`src/rtl/core/wvm_pkg.sv`:
```
// ----------------------------------------------------------------------------
// wvm_pkg: shared types and constants
// Opcodes, status codes, sequencer states and defaults for the word VM core.
// ----------------------------------------------------------------------------
package wvm_pkg;

   localparam int MemWordsDefault   = 32768;
   localparam int StackDepthDefault = 4096;

   localparam logic [15:0] REG_BASE  = 16'h8000;
   localparam logic [15:0] REG_LIMIT = 16'h8008;
   localparam logic [14:0] WORD_MASK = 15'h7FFF;

   typedef enum logic [4:0] {
      OP_HALT = 5'd0,  OP_SET  = 5'd1,  OP_PUSH = 5'd2,  OP_POP  = 5'd3,
      OP_EQ   = 5'd4,  OP_GT   = 5'd5,  OP_JMP  = 5'd6,  OP_JT   = 5'd7,
      OP_JF   = 5'd8,  OP_ADD  = 5'd9,  OP_MULT = 5'd10, OP_MOD  = 5'd11,
      OP_AND  = 5'd12, OP_OR   = 5'd13, OP_NOT  = 5'd14, OP_RMEM = 5'd15,
      OP_WMEM = 5'd16, OP_CALL = 5'd17, OP_RET  = 5'd18, OP_OUT  = 5'd19,
      OP_IN   = 5'd20, OP_NOOP = 5'd21
   } opcode_type;

   typedef enum logic [2:0] {
      ST_OK        = 3'd0,
      ST_CHAR      = 3'd1,
      ST_HALTED    = 3'd2,
      ST_BAD_OPND  = 3'd3,
      ST_BAD_OP    = 3'd4,
      ST_UNDERFLOW = 3'd5,
      ST_MOD_ZERO  = 3'd6,
      ST_OVERFLOW  = 3'd7
   } status_type;

   typedef enum logic [3:0] {
      S_IDLE, S_FETCH, S_WAIT, S_CAPT, S_DECODE, S_DIV,
      S_RMEM, S_RMEMW, S_POPW, S_RETW, S_WRITE, S_RESP
   } state_type;

   typedef struct packed {
      logic        start;
      logic [14:0] dividend;
      logic [14:0] divisor;
   } div_req_type;

   typedef struct packed {
      logic        busy;
      logic        done;
      logic [14:0] remainder;
   } div_rsp_type;

endpackage

```
`src/rtl/core/wvm_div.sv`:
```
// ----------------------------------------------------------------------------
// wvm_div: iterative remainder unit
// Restoring division, one quotient bit per cycle.
// ----------------------------------------------------------------------------
module wvm_div
   import wvm_pkg::*;
(
   input  logic        clock,
   input  logic        reset,
   input  div_req_type req,
   output div_rsp_type rsp
);
   logic [14:0] rem_ff, rem_in;
   logic [14:0] quo_ff, quo_in;
   logic [14:0] dvs_ff, dvs_in;
   logic [3:0]  cnt_ff, cnt_in;
   logic        busy_ff, busy_in;
   logic        done_ff, done_in;
   logic [15:0] trial;

   always_comb begin
      rem_in  = rem_ff;
      quo_in  = quo_ff;
      dvs_in  = dvs_ff;
      cnt_in  = cnt_ff;
      busy_in = busy_ff;
      done_in = 1'b0;
      trial   = {rem_ff, quo_ff[14]};
      if (req.start) begin
         rem_in  = '0;
         quo_in  = req.dividend;
         dvs_in  = req.divisor;
         cnt_in  = 4'd0;
         busy_in = 1'b1;
      end else if (busy_ff) begin
         quo_in = {quo_ff[13:0], 1'b0};
         if (trial >= {1'b0, dvs_ff}) begin
            rem_in = 15'(trial - {1'b0, dvs_ff});
         end else begin
            rem_in = trial[14:0];
         end
         cnt_in = cnt_ff + 4'd1;
         if (cnt_ff == 4'd14) begin
            busy_in = 1'b0;
            done_in = 1'b1;
         end
      end
   end

   always_ff @(posedge clock) begin
      if (reset) begin
         busy_ff <= 1'b0;
         done_ff <= 1'b0;
         cnt_ff  <= '0;
      end else begin
         busy_ff <= busy_in;
         done_ff <= done_in;
         cnt_ff  <= cnt_in;
      end
      rem_ff <= rem_in;
      quo_ff <= quo_in;
      dvs_ff <= dvs_in;
   end

   assign rsp.busy      = busy_ff;
   assign rsp.done      = done_ff;
   assign rsp.remainder = rem_ff;
endmodule

```
`config.mk`:
```
export PLATFORM = sky130hd
export DESIGN_NAME = wvm_div
export DESIGN_NICKNAME = d
export VERILOG_FILES = /design/src/rtl/core/wvm_pkg.sv /design/src/rtl/core/wvm_div.sv
export SDC_FILE = /design/constraint.sdc
export NUM_CORES = 1
export LEC_CHECK = 0
export ABC_CLOCK_PERIOD_IN_PS = 3300
export BUFFER_PORTS_ARGS = -buffer_cell sky130_fd_sc_hd__buf_2
export CAP_MARGIN = 30
export CORE_ASPECT_RATIO = 0.6
export CORE_MARGIN = 2
export CORE_UTILIZATION = 44
export DETAILED_ROUTE_END_ITERATION = 10
export PLACE_DENSITY = 0.73
export SYNTH_ARGS = -nofsm -noshare
export SYNTH_HDL_FRONTEND = slang
export SYNTH_SLANG_ARGS = --single-unit
```
`constraint.sdc`:
```
create_clock -name clock -period 3.3 [get_ports clock]
set_input_delay 0.33 -clock clock [delete_from_list [all_inputs] [get_ports clock]]
set_output_delay 0.33 -clock clock [all_outputs]
set_load 0.01 [all_outputs]
```
Word-level counts from Yosys, hierarchy flattened
Cells that the tools add are included.
W data, S select, Z words.
{"block": "totals", "inputBits": 33, "ramBits": 0, "mem_bits_ro": 0, "output_inout_bits": 17, "wordCells": 21, "latchBits": 0, "n_memories": 0, "ff_bits": 51}
{"block": "op_classes", "n_div": 0, "shift": 0, "n_reduce_logical": 3, "eq_ne": 1, "addsub": 2, "magnitude_cmp": 1, "mux": 7, "multipliers": 0, "n_bitwise": 1}
{"op": "$mux W15", "n": 3}
{"op": "$ge A16 B15 Y1", "n": 1}
{"op": "$sub A15 B15 Y15", "n": 1}
{"op": "$add A4 B1 Y4 const B", "n": 1}
{"op": "$eq A4 B4 Y1 const B", "n": 1}
{"op": "$mux W1", "n": 4}
{"op": "$reduce_or A3 Y1", "n": 1}
{"op": "$reduce_bool A2 Y1", "n": 1}
{"op": "$reduce_or A2 Y1", "n": 1}
{"op": "$not A1 Y1", "n": 1}

Logic depth before layout (Yosys ltp)
{"block": "logic_depth", "depth_word": 4, "ltp_mapped": 11, "depth_no_buf": 9}

Worst setup path after synthesis
No wires, ideal clock.
{"block": "synth_timing", "kind": "register to register", "from": "reg quo_ff[14]", "to": "reg rem_ff[9]", "setup_time_ns": 0.088, "synth_period_minus_slack_ns": 2.313, "arrival_time_ns": 2.224, "path_buffers": 1, "stages_incl_launch_ff": 11, "required_ns": 3.212, "slack_ns": 0.987, "cell_sequence": "edfxtp_1 -> inv_1 -> ha_1 -> fa_1 -> nor2b_2 -> o31a_1 -> o21ai_1 -> and4_4 -> buf_6 -> a311o_1 -> a311oi_2"}
{"block": "synth_between", "elab_chain_len": 2, "elab_cells_between_ends": 3, "cone_classes": "add/sub: 1; order compare: 1; mux: 1"}
{"element": "start, declared", "line_no": "wvm_div.sv:14", "source": "logic [14:0] quo_ff, quo_in;"}
{"element": "start signal, assigned", "line_no": "wvm_div.sv:61", "source": "quo_ff <= quo_in;"}
{"element": "$sub A15 B15 Y15 or $ge A16 B15 Y1 (tied branches)", "line_no": "wvm_div.sv:38, wvm_div.sv:37"}
{"element": "$mux W15 (*)", "line_no": "wvm_div.sv:37", "source": "if (trial >= {1'b0, dvs_ff}) begin"}
{"element": "end signal, assigned", "line_no": "wvm_div.sv:60", "source": "rem_ff <= rem_in;"}
{"element": "end, declared", "line_no": "wvm_div.sv:13", "source": "logic [14:0] rem_ff, rem_in;"}
Mark *: on every way between the ends. The rest lies on a longest branch, timed or not.
A chain may end at the register's enable or synchronous reset.

Final worst setup path
{"block": "layout_timing", "from": "reg quo_ff[14]", "to": "reg rem_ff[7]"}
The elaborated chain is that of the path after synthesis.

==> results.txt <==
- The flow ran to the end, and the final reports show no timing, DRC or antenna violations.
* Simple-gate area share of the yosys netlist: 0.151
* Synthesized netlist net count: 347
- sky130_fd_sc_hd__edfxtp_1 takes more of the synthesized area than any other cell.
* GRT Residual Overflow: 0
- The final number of hold-violating endpoints came to 0.
- Post-CTS clock slew at the launch and capture registers of the worst setup and hold paths: 90 ps
- Port buffering added 49 buffers.
- During synthesis, Yosys emitted a total of 0 warnings.
- The H-tree was split into 2 levels.
- Clock tree synthesis found a total of 51 sinks.
- The number of global-route vias before repair came to 2,068.
* Data required, critical path: 3520 ps
* Avg Cell Area, Syn: 9.97 um2
- Data arrival time of the critical path: 2830 ps
- The analysis attributes to cell leakage a power of 1.41 nW.
- Achievable frequency: 384 MHz
- In the post-synthesis netlist, the biggest area contributors are sky130_fd_sc_hd__edfxtp_1, sky130_fd_sc_hd__dfxtp_1, sky130_fd_sc_hd__ha_1.
- Main combinational cell family by area after synthesis: compound AO/OA/AOI/OAI gates
* Placed instance count: 416
- Total via count after detailed routing: 2,305
* Power, Total: 1.72 mW
- Worst slew margin relative to its limit: 0.553
- The worst setup path is of the reg -> reg kind.
- Die height: 67.4 um
- Setup slack closes at 696 ps.
- Across all register-to-register paths, the minimum setup slack is 700 ps.
- For this run, the slowest stage of the critical path takes 480 ps.
* CTS Buf Count: 5
* Pre-CTS setup slack: 713 ps
- After the first detailed-routing iteration, the DRC count stood at 183.
- Total Routing Usage GR: 0.180
* Number of enable-type register cells in the synthesized netlist: 30
* Nets: 387
* Xor and xnor fraction of the mapped netlist area: 0.0267
- The worst register-to-register path has a depth of 9.
- Total inserted antenna cells: 0
- Critical path launch point type: register
- The floorplan has 23 rows.
- After detailed routing, the number of remaining DRC violations is 0.
* Pin slew with the least headroom to its limit: 669 ps
- Clock root buffer master: sky130_fd_sc_hd__clkbuf_8
* Resize count post-CTS: 0
- Area of the mapped netlist: 2950 um2
* Chip Width: 110 um
- Proportion of layout cells with a drive suffix above 1: 0.243
* Commonest cells after routing, fill and taps aside: sky130_fd_sc_hd__buf_2, sky130_fd_sc_hd__edfxtp_1, sky130_fd_sc_hd__nor2_1
- The final layout contains routed wiring with a total length of 6330 um.
* Footprint of the flip-flops and latches: 1320 um2
- Most common cell after layout, fill and taps aside: sky130_fd_sc_hd__buf_2
* Register area share after synthesis: 0.448
- In the synthesized netlist the dominant register cell turns out to be sky130_fd_sc_hd__edfxtp_1.
- Growth of design area from synthesis to finish: 13.7%
- Share of the core filled with cells: 0.509
* Initial core utilization: 0.448
* PD cells: 512 nW/um2
- 50 I/O pins were placed.
* Mapped Cells: 296
- Wire length of the first global-routing pass: 10,200 um
- TritonCTS clock tree: built
- The tool flagged a number of max-cap violations equal to 0.
- Antenna-violating nets left: 0
- The clock passes through at most 2 buffers.
* Count of state elements after synthesis: 51
- Total setup violations reported at the end of the flow: 0
* Worst Min Path Start: reset
- Complex-gate fraction of the synthesized area: 0.172
- Traced cell by cell, the critical path runs through inv_1, ha_1, fa_1, nor2b_2, o31a_1, o21ai_1, nand4_1, o2111ai_1, a311oi_2.
- Setup repair after global routing missed its margin: no
- The endpoint identified for the worst register-to-register timing path is rem_ff[7]$_SDFFE_PP0P_.
- The final max-slew violation count was 0.
- Antenna violations before repair: 0
* Min-Delay Path Class: in -> reg
- Of the total synthesized cell area, the portion taken by full adders, half adders and majority gates is 0.0788.
- Maximum number of pins on one net before global-route repair: 34
- In the final layout, the multi-input gates occupy 1440 um2.
* Area share of the leading cell type in the synthesized netlist: 0.305
- Fillers: 621
- The floorplan step defined a die boundary enclosing 7400 um2.
* Final setup TNS: 0 ps
- Worst-Skew Late Latency: 300 ps
- Count of cell types in the netlist: 51
* Vias/cell: 5.44
- Core Region: 6590 um2
* Hold-critical path depth: 2
- The worst register-to-register path begins at quo_ff[14]$_DFFE_PP_.
* Endpoint with the worst hold slack: busy_ff$_SDFF_PP0_
- The worst path in the final design needs a cycle of 2600 ps, including I/O delays and setup.
- Max FO, Critical Path: 14
* Placer's final routability congestion estimate: 0.877
- Of the available clock period, the critical path in the final layout requires 0.789.
* TritonRoute pass-1 iters: 5
- Setup repair bufs after CTS: 0
* Number of hold-repair buffers added at the cts stage: 0
- Between clock sinks in the finished design, the worst skew comes to 2.42 ps.
* Wirelength per Cell: 14.9 um
- Proportion of register bits with asynchronous set or reset after synthesis: 0
- Post-detail-place hpwl: 4560 um
- Worst path slowest cell: sky130_fd_sc_hd__nand4_1
- Post-layout instance count excluding filler cells: 424
- Mux share of post-synthesis cell area: 0.0606
- VDD IR max: 0.000205 V
* Capturing element type of the critical path: register
## worst max path at each step
stage	from	to	slack, ps	cells after the start
4_1_cts	quo_ff[14]$_DFFE_PP_	rem_ff[7]$_SDFFE_PP0P_	690	9
6_report	quo_ff[14]$_DFFE_PP_	rem_ff[7]$_SDFFE_PP0P_	700	9
3_3_place_gp	quo_ff[14]$_DFFE_PP_	rem_ff[7]$_SDFFE_PP0P_	820	9
5_1_grt	quo_ff[14]$_DFFE_PP_	rem_ff[1]$_SDFFE_PP0P_	490	9
2_1_floorplan	quo_ff[14]$_DFFE_PP_	rem_ff[9]$_SDFFE_PP0P_	990	10
3_5_place_dp	quo_ff[14]$_DFFE_PP_	rem_ff[7]$_SDFFE_PP0P_	710	9
## flip-flops by register name, summed over array words and instances, names as in the netlist
signal   cells
dvs_ff      15
cnt_ff       4
busy_ff      1
quo_ff      15
done_ff      1
rem_ff      15
## metrics by stage
step           hold slack (ps)  cell area, um2
6_report                   192            3360
5_1_grt                    173            3360
4_1_cts                    176            3360
3_5_place_dp               496            3220
3_3_place_gp               485            3220
2_1_floorplan              402            2950
## critical path: cells and delay by family (launching register included)
kind	cells	cell delay, ps
AO/OA/AOI/OAI	4	840
flip-flops	1	360
AND/OR/NAND/NOR	2	640
buffers and inverters	1	50
adder cells (fa/ha/maj)	2	630
## synthesized netlist by cell type, types with 2 or more instances
cell and n:
sky130_fd_sc_hd__and3_1 5, sky130_fd_sc_hd__nand3_1 7, sky130_fd_sc_hd__o21ai_1 8, sky130_fd_sc_hd__xnor2_1 5
sky130_fd_sc_hd__dfxtp_1 21, sky130_fd_sc_hd__nand2_1 22, sky130_fd_sc_hd__mux2_2 14, sky130_fd_sc_hd__buf_1 4
sky130_fd_sc_hd__nand2b_1 4, sky130_fd_sc_hd__a311oi_2 7, sky130_fd_sc_hd__a211oi_1 2, sky130_fd_sc_hd__xor2_1 4
sky130_fd_sc_hd__buf_4 4, sky130_fd_sc_hd__a31oi_1 2, sky130_fd_sc_hd__ha_1 17, sky130_fd_sc_hd__o2111ai_1 2
sky130_fd_sc_hd__o311a_1 2, sky130_fd_sc_hd__a311o_1 3, sky130_fd_sc_hd__a21oi_1 19, sky130_fd_sc_hd__clkbuf_1 4
sky130_fd_sc_hd__buf_2 5, sky130_fd_sc_hd__nand4_1 4, sky130_fd_sc_hd__edfxtp_1 30, sky130_fd_sc_hd__inv_1 24
sky130_fd_sc_hd__o21a_1 5, sky130_fd_sc_hd__o21ai_0 6, sky130_fd_sc_hd__nor4_1 5, sky130_fd_sc_hd__a41oi_1 4
sky130_fd_sc_hd__nor3_1 8, sky130_fd_sc_hd__nor2_1 28
## per-layer routing
metal  GRT usage  wire (um)
met2       0.242       2580
met4      0.0427         42
met1       0.281       3340
met5           0          0
met3      0.0473        372
## final cells by class
type	count	share of cell area
multi-input combinational	203	0.430
sequential	51	0.394
inverter	24	0.0268
clock buffer	6	0.0216
clock inverter	2	0.0179
tap	87	0.0324
timing repair buffer	51	0.0775
## kinds of logic after synthesis
logic type | count (synthesis)
muxes | 16
AOI/OAI and AO/OA | 68
adders and majority gates | 18
and+or+nand+nor | 92
buffers and inverters | 42
xor gates and xnor gates | 9
DFF | 51
## report_power, final
group / total (mW) / internal [mW] / switching [mW]
clock: 0.511 / 0.303 / 0.208
combinational: 0.442 / 0.180 / 0.262
sequential: 0.767 / 0.735 / 0.0314
total: 1.72 / 1.22 / 0.502
No activity file was read; power rests on OpenSTA's default activity.
